[src/lace_pkg.sv]
// Shared types, status codes and the CRC byte step for the log append engine.
package lace_pkg;

   // Input word: one data byte with end-of-entry and no-byte flags
   typedef struct packed {
      logic [7:0] data_byte;
      logic       last;
      logic       no_data;
   } req_type;

   // Result word, one per entry
   typedef struct packed {
      logic [1:0]  status;
      logic [63:0] sequence_number;
      logic [31:0] entry_offset;
      logic [31:0] payload_length;
      logic [31:0] checksum;
      logic [31:0] free_bytes;
   } rsp_type;

   // Finished entry handed from front to back
   typedef struct packed {
      logic [31:0] length;
      logic [31:0] checksum;
   } ent_type;

   localparam logic [1:0] STATUS_APPENDED = 2'd0;
   localparam logic [1:0] STATUS_FULL     = 2'd1;
   localparam logic [1:0] STATUS_EMPTY    = 2'd2;

   localparam logic [31:0] CRC_POLY = 32'hEDB8_8320;
   localparam logic [31:0] ALL_ONES = 32'hFFFF_FFFF;
   localparam int unsigned ALIGN_MASK = 7;

   localparam int unsigned QUEUE_DEPTH = 2;
   localparam int unsigned QPTR_W = (QUEUE_DEPTH > 1) ? $clog2(QUEUE_DEPTH) : 1;

   // Reflected CRC-32, one byte
   function automatic logic [31:0] crc_byte(input logic [31:0] crc, input logic [7:0] data);
      logic [31:0] c;
      c = crc ^ {24'd0, data};
      for (int k = 0; k < 8; k++) begin
         c = c[0] ? (CRC_POLY ^ (c >> 1)) : (c >> 1);
      end
      return c;
   endfunction

endpackage

[src/log_append_crc_engine.sv]
// Top level of the log append engine with running CRC-32.
//
//  channel | ports                          | word
//  --------+--------------------------------+------------------------------------
//  input   | req_valid, req_ready, req_data | one data byte, last, no_data
//  result  | rsp_valid, rsp_ready, rsp_data | status, sequence, offset, length...
//  config  | csr_valid, csr_ready, csr_data | log capacity in bytes
//
// One input word per cycle while the entry queue has room; the CRC byte step in the front end sets that rate.
// The result of an entry passes through the entry queue and is then registered in the output register.
// The two-entry queue lets the front keep taking words while a result waits.
// Synchronous reset; csr_ready is always high.
module log_append_crc_engine
   import lace_pkg::*;
#(
   parameter int unsigned ENTRY_HEADER_BYTES = 24,
   parameter int unsigned LOG_HEADER_BYTES   = 64
) (
   input  logic        clock,
   input  logic        reset,
   input  logic        req_valid,
   output logic        req_ready,
   input  req_type     req_data,
   output logic        rsp_valid,
   input  logic        rsp_ready,
   output rsp_type     rsp_data,
   input  logic        csr_valid,
   output logic        csr_ready,
   input  logic [31:0] csr_data
);

   logic    fq_valid, fq_ready, qb_valid, qb_ready;
   ent_type fq_data, qb_data;

   assign csr_ready = 1'b1;

   lace_front u_front (
      .clock     (clock),
      .reset     (reset),
      .req_valid (req_valid),
      .req_ready (req_ready),
      .req_data  (req_data),
      .ent_valid (fq_valid),
      .ent_ready (fq_ready),
      .ent_data  (fq_data)
   );

   lace_queue u_queue (
      .clock      (clock),
      .reset      (reset),
      .push_valid (fq_valid),
      .push_ready (fq_ready),
      .push_data  (fq_data),
      .pop_valid  (qb_valid),
      .pop_ready  (qb_ready),
      .pop_data   (qb_data)
   );

   lace_back #(
      .ENTRY_HEADER_BYTES (ENTRY_HEADER_BYTES),
      .LOG_HEADER_BYTES   (LOG_HEADER_BYTES)
   ) u_back (
      .clock     (clock),
      .reset     (reset),
      .csr_valid (csr_valid),
      .csr_data  (csr_data),
      .ent_valid (qb_valid),
      .ent_ready (qb_ready),
      .ent_data  (qb_data),
      .rsp_valid (rsp_valid),
      .rsp_ready (rsp_ready),
      .rsp_data  (rsp_data)
   );

endmodule

[src/lace_front.sv]
// Front end: takes data words, keeps running CRC and byte count, emits finished entries.
module lace_front
   import lace_pkg::*;
(
   input  logic    clock,
   input  logic    reset,
   input  logic    req_valid,
   output logic    req_ready,
   input  req_type req_data,
   output logic    ent_valid,
   input  logic    ent_ready,
   output ent_type ent_data
);

   logic [31:0] crc_ff, crc_in;
   logic [31:0] count_ff, count_in;
   logic [31:0] crc_upd, count_upd;
   logic        accept;

   // Stall only when the entry queue has no room
   assign req_ready = ent_ready;
   assign accept    = req_valid & req_ready;

   // Fold in this word's byte
   always_comb begin
      crc_upd   = crc_ff;
      count_upd = count_ff;
      if (!req_data.no_data) begin
         crc_upd = crc_byte(crc_ff, req_data.data_byte);
         if (count_ff != ALL_ONES) begin
            count_upd = count_ff + 32'd1;
         end
      end
   end

   // Hand off on the last word; an empty entry carries CRC zero by construction
   assign ent_valid         = accept & req_data.last;
   assign ent_data.length   = count_upd;
   assign ent_data.checksum = crc_upd ^ ALL_ONES;

   always_comb begin
      crc_in   = crc_ff;
      count_in = count_ff;
      if (accept) begin
         if (req_data.last) begin
            crc_in   = ALL_ONES;
            count_in = 32'd0;
         end else begin
            crc_in   = crc_upd;
            count_in = count_upd;
         end
      end
   end

   always_ff @(posedge clock) begin
      if (reset) begin
         crc_ff   <= ALL_ONES;
         count_ff <= 32'd0;
      end else begin
         crc_ff   <= crc_in;
         count_ff <= count_in;
      end
   end

endmodule

[src/lace_queue.sv]
// Short FIFO of finished entries between front and back.
module lace_queue
   import lace_pkg::*;
(
   input  logic    clock,
   input  logic    reset,
   input  logic    push_valid,
   output logic    push_ready,
   input  ent_type push_data,
   output logic    pop_valid,
   input  logic    pop_ready,
   output ent_type pop_data
);

   localparam logic [QPTR_W-1:0] LAST_SLOT = QPTR_W'(QUEUE_DEPTH - 1);
   localparam logic [QPTR_W:0]   FULL_CNT  = (QPTR_W + 1)'(QUEUE_DEPTH);

   ent_type           slot_ff [QUEUE_DEPTH];
   logic [QPTR_W-1:0] wr_ptr_ff, wr_ptr_in;
   logic [QPTR_W-1:0] rd_ptr_ff, rd_ptr_in;
   logic [QPTR_W:0]   count_ff, count_in;
   logic              do_push, do_pop;

   assign push_ready = (count_ff != FULL_CNT);
   assign pop_valid  = (count_ff != '0);
   assign pop_data   = slot_ff[rd_ptr_ff];
   assign do_push    = push_valid & push_ready;
   assign do_pop     = pop_valid & pop_ready;

   // Pointer and occupancy update
   always_comb begin
      wr_ptr_in = wr_ptr_ff;
      rd_ptr_in = rd_ptr_ff;
      count_in  = count_ff;
      if (do_push) begin
         wr_ptr_in = (wr_ptr_ff == LAST_SLOT) ? '0 : wr_ptr_ff + 1'b1;
      end
      if (do_pop) begin
         rd_ptr_in = (rd_ptr_ff == LAST_SLOT) ? '0 : rd_ptr_ff + 1'b1;
      end
      if (do_push && !do_pop) begin
         count_in = count_ff + 1'b1;
      end else if (do_pop && !do_push) begin
         count_in = count_ff - 1'b1;
      end
   end

   always_ff @(posedge clock) begin
      if (reset) begin
         wr_ptr_ff <= '0;
         rd_ptr_ff <= '0;
         count_ff  <= '0;
      end else begin
         wr_ptr_ff <= wr_ptr_in;
         rd_ptr_ff <= rd_ptr_in;
         count_ff  <= count_in;
      end
   end

   // Entry storage
   always_ff @(posedge clock) begin
      if (do_push) begin
         slot_ff[wr_ptr_ff] <= push_data;
      end
   end

endmodule

[src/lace_back.sv]
// Back end: sizes each entry, checks it against capacity, places it if it fits and builds the result.
module lace_back
   import lace_pkg::*;
#(
   parameter int unsigned ENTRY_HEADER_BYTES = 24,
   parameter int unsigned LOG_HEADER_BYTES   = 64
) (
   input  logic        clock,
   input  logic        reset,
   input  logic        csr_valid,
   input  logic [31:0] csr_data,
   input  logic        ent_valid,
   output logic        ent_ready,
   input  ent_type     ent_data,
   output logic        rsp_valid,
   input  logic        rsp_ready,
   output rsp_type     rsp_data
);

   localparam logic [32:0] ENTRY_HDR = 33'(ENTRY_HEADER_BYTES);
   localparam logic [32:0] ROUND_UP  = 33'(ALIGN_MASK);
   localparam logic [31:0] LOG_HDR   = 32'(LOG_HEADER_BYTES);

   logic [31:0] capacity_ff;
   logic [63:0] seq_ff, seq_in;
   logic [31:0] wpos_ff, wpos_in;
   logic        rsp_valid_ff, rsp_valid_in;
   rsp_type     rsp_data_ff;
   rsp_type     result;

   logic        take, empty, fits;
   logic [32:0] raw_len, aligned;
   logic [33:0] end_pos, free_new;
   logic [31:0] free_old;

   // Take the next entry whenever the output register is free or draining
   assign take      = ent_valid & (~rsp_valid_ff | rsp_ready);
   assign ent_ready = ~rsp_valid_ff | rsp_ready;

   // Entry size and fit check against the current capacity
   assign raw_len    = {1'b0, ent_data.length} + ENTRY_HDR;
   assign aligned    = (raw_len + ROUND_UP) & ~ROUND_UP;
   assign end_pos    = {2'b00, wpos_ff} + {1'b0, aligned};
   assign free_new   = {2'b00, capacity_ff} - end_pos;
   assign fits       = (end_pos <= {2'b00, capacity_ff});
   assign free_old   = (wpos_ff > capacity_ff) ? 32'd0 : capacity_ff - wpos_ff;
   assign empty      = (ent_data.length == 32'd0);

   // Result word
   always_comb begin
      result.sequence_number = 64'd0;
      result.entry_offset    = 32'd0;
      result.payload_length  = ent_data.length;
      result.checksum        = ent_data.checksum;
      result.free_bytes      = free_old;
      if (empty) begin
         result.status = STATUS_EMPTY;
      end else if (!fits) begin
         result.status = STATUS_FULL;
      end else begin
         result.status          = STATUS_APPENDED;
         result.sequence_number = seq_ff;
         result.entry_offset    = wpos_ff;
         result.free_bytes      = free_new[31:0];
      end
   end

   // Log state and output register
   always_comb begin
      seq_in       = seq_ff;
      wpos_in      = wpos_ff;
      rsp_valid_in = rsp_valid_ff;
      if (take) begin
         rsp_valid_in = 1'b1;
         if (!empty && fits) begin
            seq_in  = seq_ff + 64'd1;
            wpos_in = end_pos[31:0];
         end
      end else if (rsp_ready) begin
         rsp_valid_in = 1'b0;
      end
   end

   always_ff @(posedge clock) begin
      if (reset) begin
         capacity_ff  <= 32'd65536;
         seq_ff       <= 64'd1;
         wpos_ff      <= LOG_HDR;
         rsp_valid_ff <= 1'b0;
      end else begin
         if (csr_valid) begin
            capacity_ff <= csr_data;
         end
         seq_ff       <= seq_in;
         wpos_ff      <= wpos_in;
         rsp_valid_ff <= rsp_valid_in;
      end
   end

   always_ff @(posedge clock) begin
      if (take) begin
         rsp_data_ff <= result;
      end
   end

   assign rsp_valid = rsp_valid_ff;
   assign rsp_data  = rsp_data_ff;

endmodule

[config.mk]
export PLATFORM = sky130hd
export DESIGN_NAME = log_append_crc_engine
export DESIGN_NICKNAME = d
export VERILOG_FILES = /design/src/lace_pkg.sv /design/src/log_append_crc_engine.sv /design/src/lace_front.sv /design/src/lace_queue.sv /design/src/lace_back.sv
export SDC_FILE = /design/constraint.sdc
export NUM_CORES = 1
export LEC_CHECK = 0
export ABC_AREA = 1
export ABC_CLOCK_PERIOD_IN_PS = 5500
export BUFFER_PORTS_ARGS = -buffer_cell sky130_fd_sc_hd__buf_4
export CAP_MARGIN = 10
export CORE_MARGIN = 5
export CORE_UTILIZATION = 45
export DETAILED_ROUTE_END_ITERATION = 16
export SETUP_SLACK_MARGIN = 0.4
export SYNTH_ARGS = -nofsm -noshare
export SYNTH_HDL_FRONTEND = slang
export SYNTH_SLANG_ARGS = --single-unit
[constraint.sdc]
create_clock -name clock -period 5.5 [get_ports clock]
set_input_delay 1.1 -clock clock [delete_from_list [all_inputs] [get_ports clock]]
set_output_delay 1.1 -clock clock [all_outputs]
set_load 0.02 [all_outputs]
---- Word level (Yosys, flattened, before mapping) ----
Memories as Yosys holds them, arrays and structs flattened. A register that Yosys moved wholly into a read port is not among the register bits.
Cells that the tools add are included.
word-level totals
  register bits ........................... 391
  bits in latches ......................... 0
  RAM bits ................................ 128
  memory bits (read-only) ................. 0
  bits of input ports ..................... 47
  output and inout bits ................... 197
  word-level logic and storage cells ...... 87
  memories ................................ 1
memory list
  memory           words  bits a word  rd ports  clocked after memory_dff  wr ports  RTL line          RTL
  u_queue.slot_ff  2      64           1         1                         1         lace_queue.sv:18  ent_type slot_ff [QUEUE_DEPTH];
operators by class
  $add $sub $neg .......................... 11
  multipliers ............................. 0
  div/mod/pow operators ................... 0
  order comparisons ....................... 2
  eq/ne operators ......................... 2
  shifts and indexed selects .............. 0
  muxes and demuxes ....................... 27
  bitwise logic cells ..................... 17
  reductions and logical operators ........ 12
operators by type and width
  kind                   count
  $mux 32                16
  $not 13->14            8
  $add 64x1->64 const B  1
  $sub 32x32->32         2
  $add 32x33->34         1
  $le 34x32->1           1
  $add 32x5->33 const B  1
  $add 33x3->33 const B  1
  $add 32x1->32 const B  1
  $gt 32x32->1           1
  $logic_not 32->1       1
  $ne 32x32->1 const B   1
  $not 32->32            1
  $xor 32x8->32          1
  $mux 1                 9
  $reduce_bool 2->1      3
  $and 1x1->1            4
  $mux 2                 2
  $logic_and 1x1->1      3
  $logic_not 1->1        3
  $add 1x1->1 const B    2
  $add 2x1->2 const B    1
  $ne 2x2->1 const B     1
  $not 1->1              2
  other kinds (4)        4

---- Longest topological paths before layout ----
  word-level depth ........................ 19
  mapped depth ............................ 42
  mapped depth without buffers ............ 40

---- Cells and area by module ----
Synthesis repeated with hierarchy kept, for this count alone.
second synthesis, totals
  cell total of the unflattened synthesis .. 3,509
  area, all modules ....................... 29,405.7 µm²
by module, submodules not included
  module                 times used  cells each  area an instance (µm²)  sequential area each (µm²)
  lace_back              1           2,395       19,128.3                8,257.9
  lace_queue             1           236         5,159.9                 3,943.8
  lace_front             1           876         5,106.1                 1,281.2
  log_append_crc_engine  1           2           11.3                    0.0

---- Least setup slack after synthesis ----
OpenSTA, ideal clock, no wires.
  kind .................................... reg-to-reg
  from .................................... reg with a tool-made name
  to ...................................... reg u_back.rsp_data_ff (netlist bit u_back.rsp_data[30]) (data pin)
  library setup time ...................... 256 ps
  arrival ................................. 4,810 ps
  data required time ...................... 5,244 ps
  setup slack ............................. 433 ps
  cell stages (with the launch flop) ...... 36
  buffers on the path ..................... 3
  period minus slack after synthesis ...... 5,067 ps
  cell sequence ........................... dfxtp_1 > inv_2 > buf_4 > nand2_1 > nand2_1 > nand2_1 > nor2_1 > nand2_2 > nor2_1 > inv_1 > a21oi_1 > nand3_1 > xor2_1 > inv_1 > ha_1 > nand2_1 > nor2_1 > nor3b_1 > nand2_1 > nand2_1 > a21oi_1 > o21ai_0 > a21boi_0 > xnor2_1 > ha_1 > nand2_1 > nor2_1 > nand2_1 > nor4_1 > a21oi_1 > nor2_4 > nand2_2 > buf_6 > buf_6 > nand3_1 > o21ai_1
RTL lines
  what                  RTL line          RTL
  end signal, assigned  lace_back.sv:102  rsp_data_ff <= result;
  end, declared         lace_back.sv:28   rsp_type rsp_data_ff;

==> summary.md <==
| Metric | Value |
|---|---|
| Outcome | `finished, final reports clean` |
| Die H | `roughly 260 µm` |
| Gpl congestion | `0.976` |
| Clock Tree Buf Depth | `3` |
| Post-Layout Cell Count | `4,724` |
| Slowest CP cell | `dfxtp_4` |
| Drt via density | `roughly 5.3` |
| Setup CP Type | `reg -> reg` |
| Hold Path Sink | `u_queue.rd_ptr_ff$_SDFFE_PP0P_` |
| Hold Buf Count CTS | `0` |
| Initial DRC Count | `around 1,800` |
| Num CTS Buffers | `55` |
| Final HPWL from detailed placement | `about 63 mm` |
| Library cells used by synthesis | `47` |
| Vias in the first global route | `about 24,000` |
| Synth Warn # | `0` |
| Seq/Total Area, Yosys | `47.5%` |
| RSZ-0062 raised after global routing | `true` |
| Final instance area | `between 0.03 and 0.04 mm²` |
| Slew Limit Fails | `0` |
| CP endpoint kind | `flip-flop` |
| Pin count of the biggest net entering global routing | `97` |
| Max FO, Critical Path | `17` |
| Syn_area_per_cell | `around 8.3 µm²` |
| Total gr overflow | `0` |
| Post-Route WL | `88.3 mm` |
| Final hold viol count | `0` |
| Initial core utilization | `roughly 45%` |
| GR Layer Usage met3 | `between 4 and 5%` |
| Core Area | `around 0.063 mm²` |
| Met1 Use GR | `about a third` |
| Drt pass-1 iters | `6` |
| Final net count | `between 3,000 and 4,000` |
| Cell row count | `92` |
| Cell with the most instances on the worst path | `nand2_4` |
| Slowest stage delay, CP | `about 0.4 ns` |
| DIE AREA | `between 0.06 and 0.07 mm²` |
| Share of cells above drive strength 1 | `22.0%` |
| Number of H-tree levels | `2` |
| EDFF count, synth | `between 300 and 400` |
| Top_reg_cell synth | `edfxtp_1` |
| Hold Crit Class | `reg -> reg` |
| Total Routing Usage GR | `24.2%` |
| Final worst slack | `approximately 0.12 ns` |
| Worst slew margin | `about 22%` |
| Reg-to-reg critical path endpoint | `u_back.wpos_ff[30]$_SDFFE_PP0P_` |
| Worst Skew | `around 0.032 ns` |
| CTS Root Cell | `clkbuf_16` |
| Clock-pin slew on the worst setup and hold paths | `around 0.060 ns` |
| CTS tree | `built` |
| Placed cell count | `4,533` |
| Max Freq | `186 MHz` |
| Pre-CTS WS | `-0.544 ns` |
| First-pass GRT wire length | `about 130 mm` |
| R2R cell count | `40` |
| Final Util | `57.7%` |
| Routed vias | `about 25,000` |
| I/O pin count | `between 200 and 250` |
| Area Overhead vs Synth | `27.6%` |
| Crit path DAT | `5.88 ns` |
| # clock sinks | `~500` |
| Final ANT Viol Nets | `0` |
| Avg WL per Cell | `between 15 and 20 µm` |
| Slew @ Worst Pin | `between 1 and 1.5 ns` |
| Met2 Usage GRT | `approximately 41%` |
| Area post-placement | `between 0.03 and 0.04 mm²` |
| Port bufs | `239` |
| Worst skew pair latency | `between 0.6 and 0.7 ns` |
| Reg2reg setup slack | `~0.12 ns` |
| Antenna fix cells | `0` |
| Yosys reg bits | `~510` |
| Endpoints failing setup | `0` |
| Die X | `about 260 µm` |
| Ys async rst share | `0%` |
| MaxCap Viol Count | `0` |
| Initial antenna violation count | `1` |
| Global routing's busiest layer | `met2` |
| Mapped Area | `approximately 0.028 mm²` |
| Final period util | `between 90% and 100%` |
| Minimum clock period | `5.38 ns` |
| Worst path required time | `~6 ns` |
| CP Launch Type | `flip-flop` |
| DRC violations left | `0` |
| HP Start | `u_queue.rd_ptr_ff$_SDFFE_PP0P_` |
| Hold Crit Depth | `1` |
| Gate Count Post-Synth | `~3,400` |
## worst max-delay path, delay by kind of cell (launching register included)
family	cells	cell delay (ns)
AO/OA/AOI/OAI	1	0.06
buffers and inverters	11	1.30
adder cells (fa/ha/maj)	2	0.59
flip-flops	1	0.39
XOR/XNOR	2	0.35
AND/OR/NAND/NOR	24	2.58
## synthesized netlist by cell type (all sizes together), types with 4 or more instances
cell type,instances,area share [%]
xor2,183,5.6
nor3,65,1.1
or2,16,0.35
a21o,15,0.40
ha,116,5.1
o211ai,4,0.11
nor4,42,0.93
a211oi,4,0.11
nand2,760,10
xnor2,60,1.9
o21ai,227,4.0
a21oi,308,5.4
dfxtp,195,14
inv,358,4.7
nand3,103,1.8
o21a,7,0.19
clkbuf,74,0.98
buf,52,1.2
edfxtp,319,34
nand4,121,2.7
nor2,345,4.7
## how the worst max path moves through the flow
stage,start,to,slack (ns)
final,flip-flop,u_back.wpos_ff[30]$_SDFFE_PP0P_,0.12
after global routing,flip-flop,u_back.rsp_data[28]$_DFFE_PP_,-0.21
after CTS,flip-flop,u_back.rsp_data[28]$_DFFE_PP_,0.27
after detailed placement,flip-flop,u_back.rsp_data[0]$_DFFE_PP_,-0.54
after global placement,flip-flop,u_back.rsp_data[0]$_DFFE_PP_,-0.54
after floorplan,flip-flop,u_back.rsp_data[30]$_DFFE_PP_,0.43
## state kept, by name, summed over array words and instances (netlist names), named ones only
signal              count
u_back.wpos_ff         29
u_queue.slot_ff       128
u_queue.rd_ptr_ff       1
u_back.capacity_ff     32
u_front.crc_ff         32
u_front.count_ff       32
u_back.rsp_valid        1
u_back.rsp_data       191
u_back.seq_ff          64
u_queue.wr_ptr_ff       1
u_queue.count_ff        2
## timing repair
action / 4_1_cts / 5_1_grt
cloned: 6 / 19
setup buffers: 42 / 21
pin swaps: 32 / 46
setup endpoints to repair: 219 / 219
resized for setup: 158 / 196
## layout by cell type, fill, tap and decap left out, types with 96 or more instances in the layout
cell        n
a21oi_1   286
ha_1      105
nand4_1   119
buf_4     434
edfxtp_1  319
nand2_1   690
dfxtp_1   194
xor2_1    177
o21ai_0   173
nor2_1    257
nand3_1    96
inv_1     347
## per-stage QoR
stage / setup TNS, ns / hold WS (ns)
3_5_place_dp: -91.86 / 0.448
4_1_cts: 0 / 0.455
3_3_place_gp: -95.28 / 0.442
5_1_grt: -18.12 / 0.483
2_1_floorplan: 0 / 0.426
6_report: 0 / 0.453
## layer usage
| layer | wire (µm) | part of all wire (%) |
|---|---|---|
| met4 | 3510 | 4.0 |
| met3 | 5950 | 6.7 |
| met2 | 42200 | 48 |
| met5 | 0 | 0 |
| met1 | 36600 | 41 |
## layout make-up
class / count / area (µm²)
clock inverter: 35 / 338
timing repair buffer: 496 / 4460
sequential: 514 / 13500
tap: 846 / 1060
clock buffer: 68 / 1500
inverter: 359 / 1360
multi-input combinational: 2406 / 14000
fill: 5632 / 26500
## kinds of logic (layout without fill, tap and decap cells)
logic type      after synthesis  in the layout  synth area share, %
compound gates              579            579                 10.6
xor+xnor                    243            243                 7.55
fa+ha+maj                   119            119                 5.33
buf+inv                     485            958                 6.89
flops                       514            514                 47.5
mux                           1              1               0.0353
other cells                   2              4               0.0265
simple gates               1460           1460                 22.1
Power is left out: the tool's default activity adds up to more than one toggle a clock period on the data nets, which glitch-free logic cannot reach.
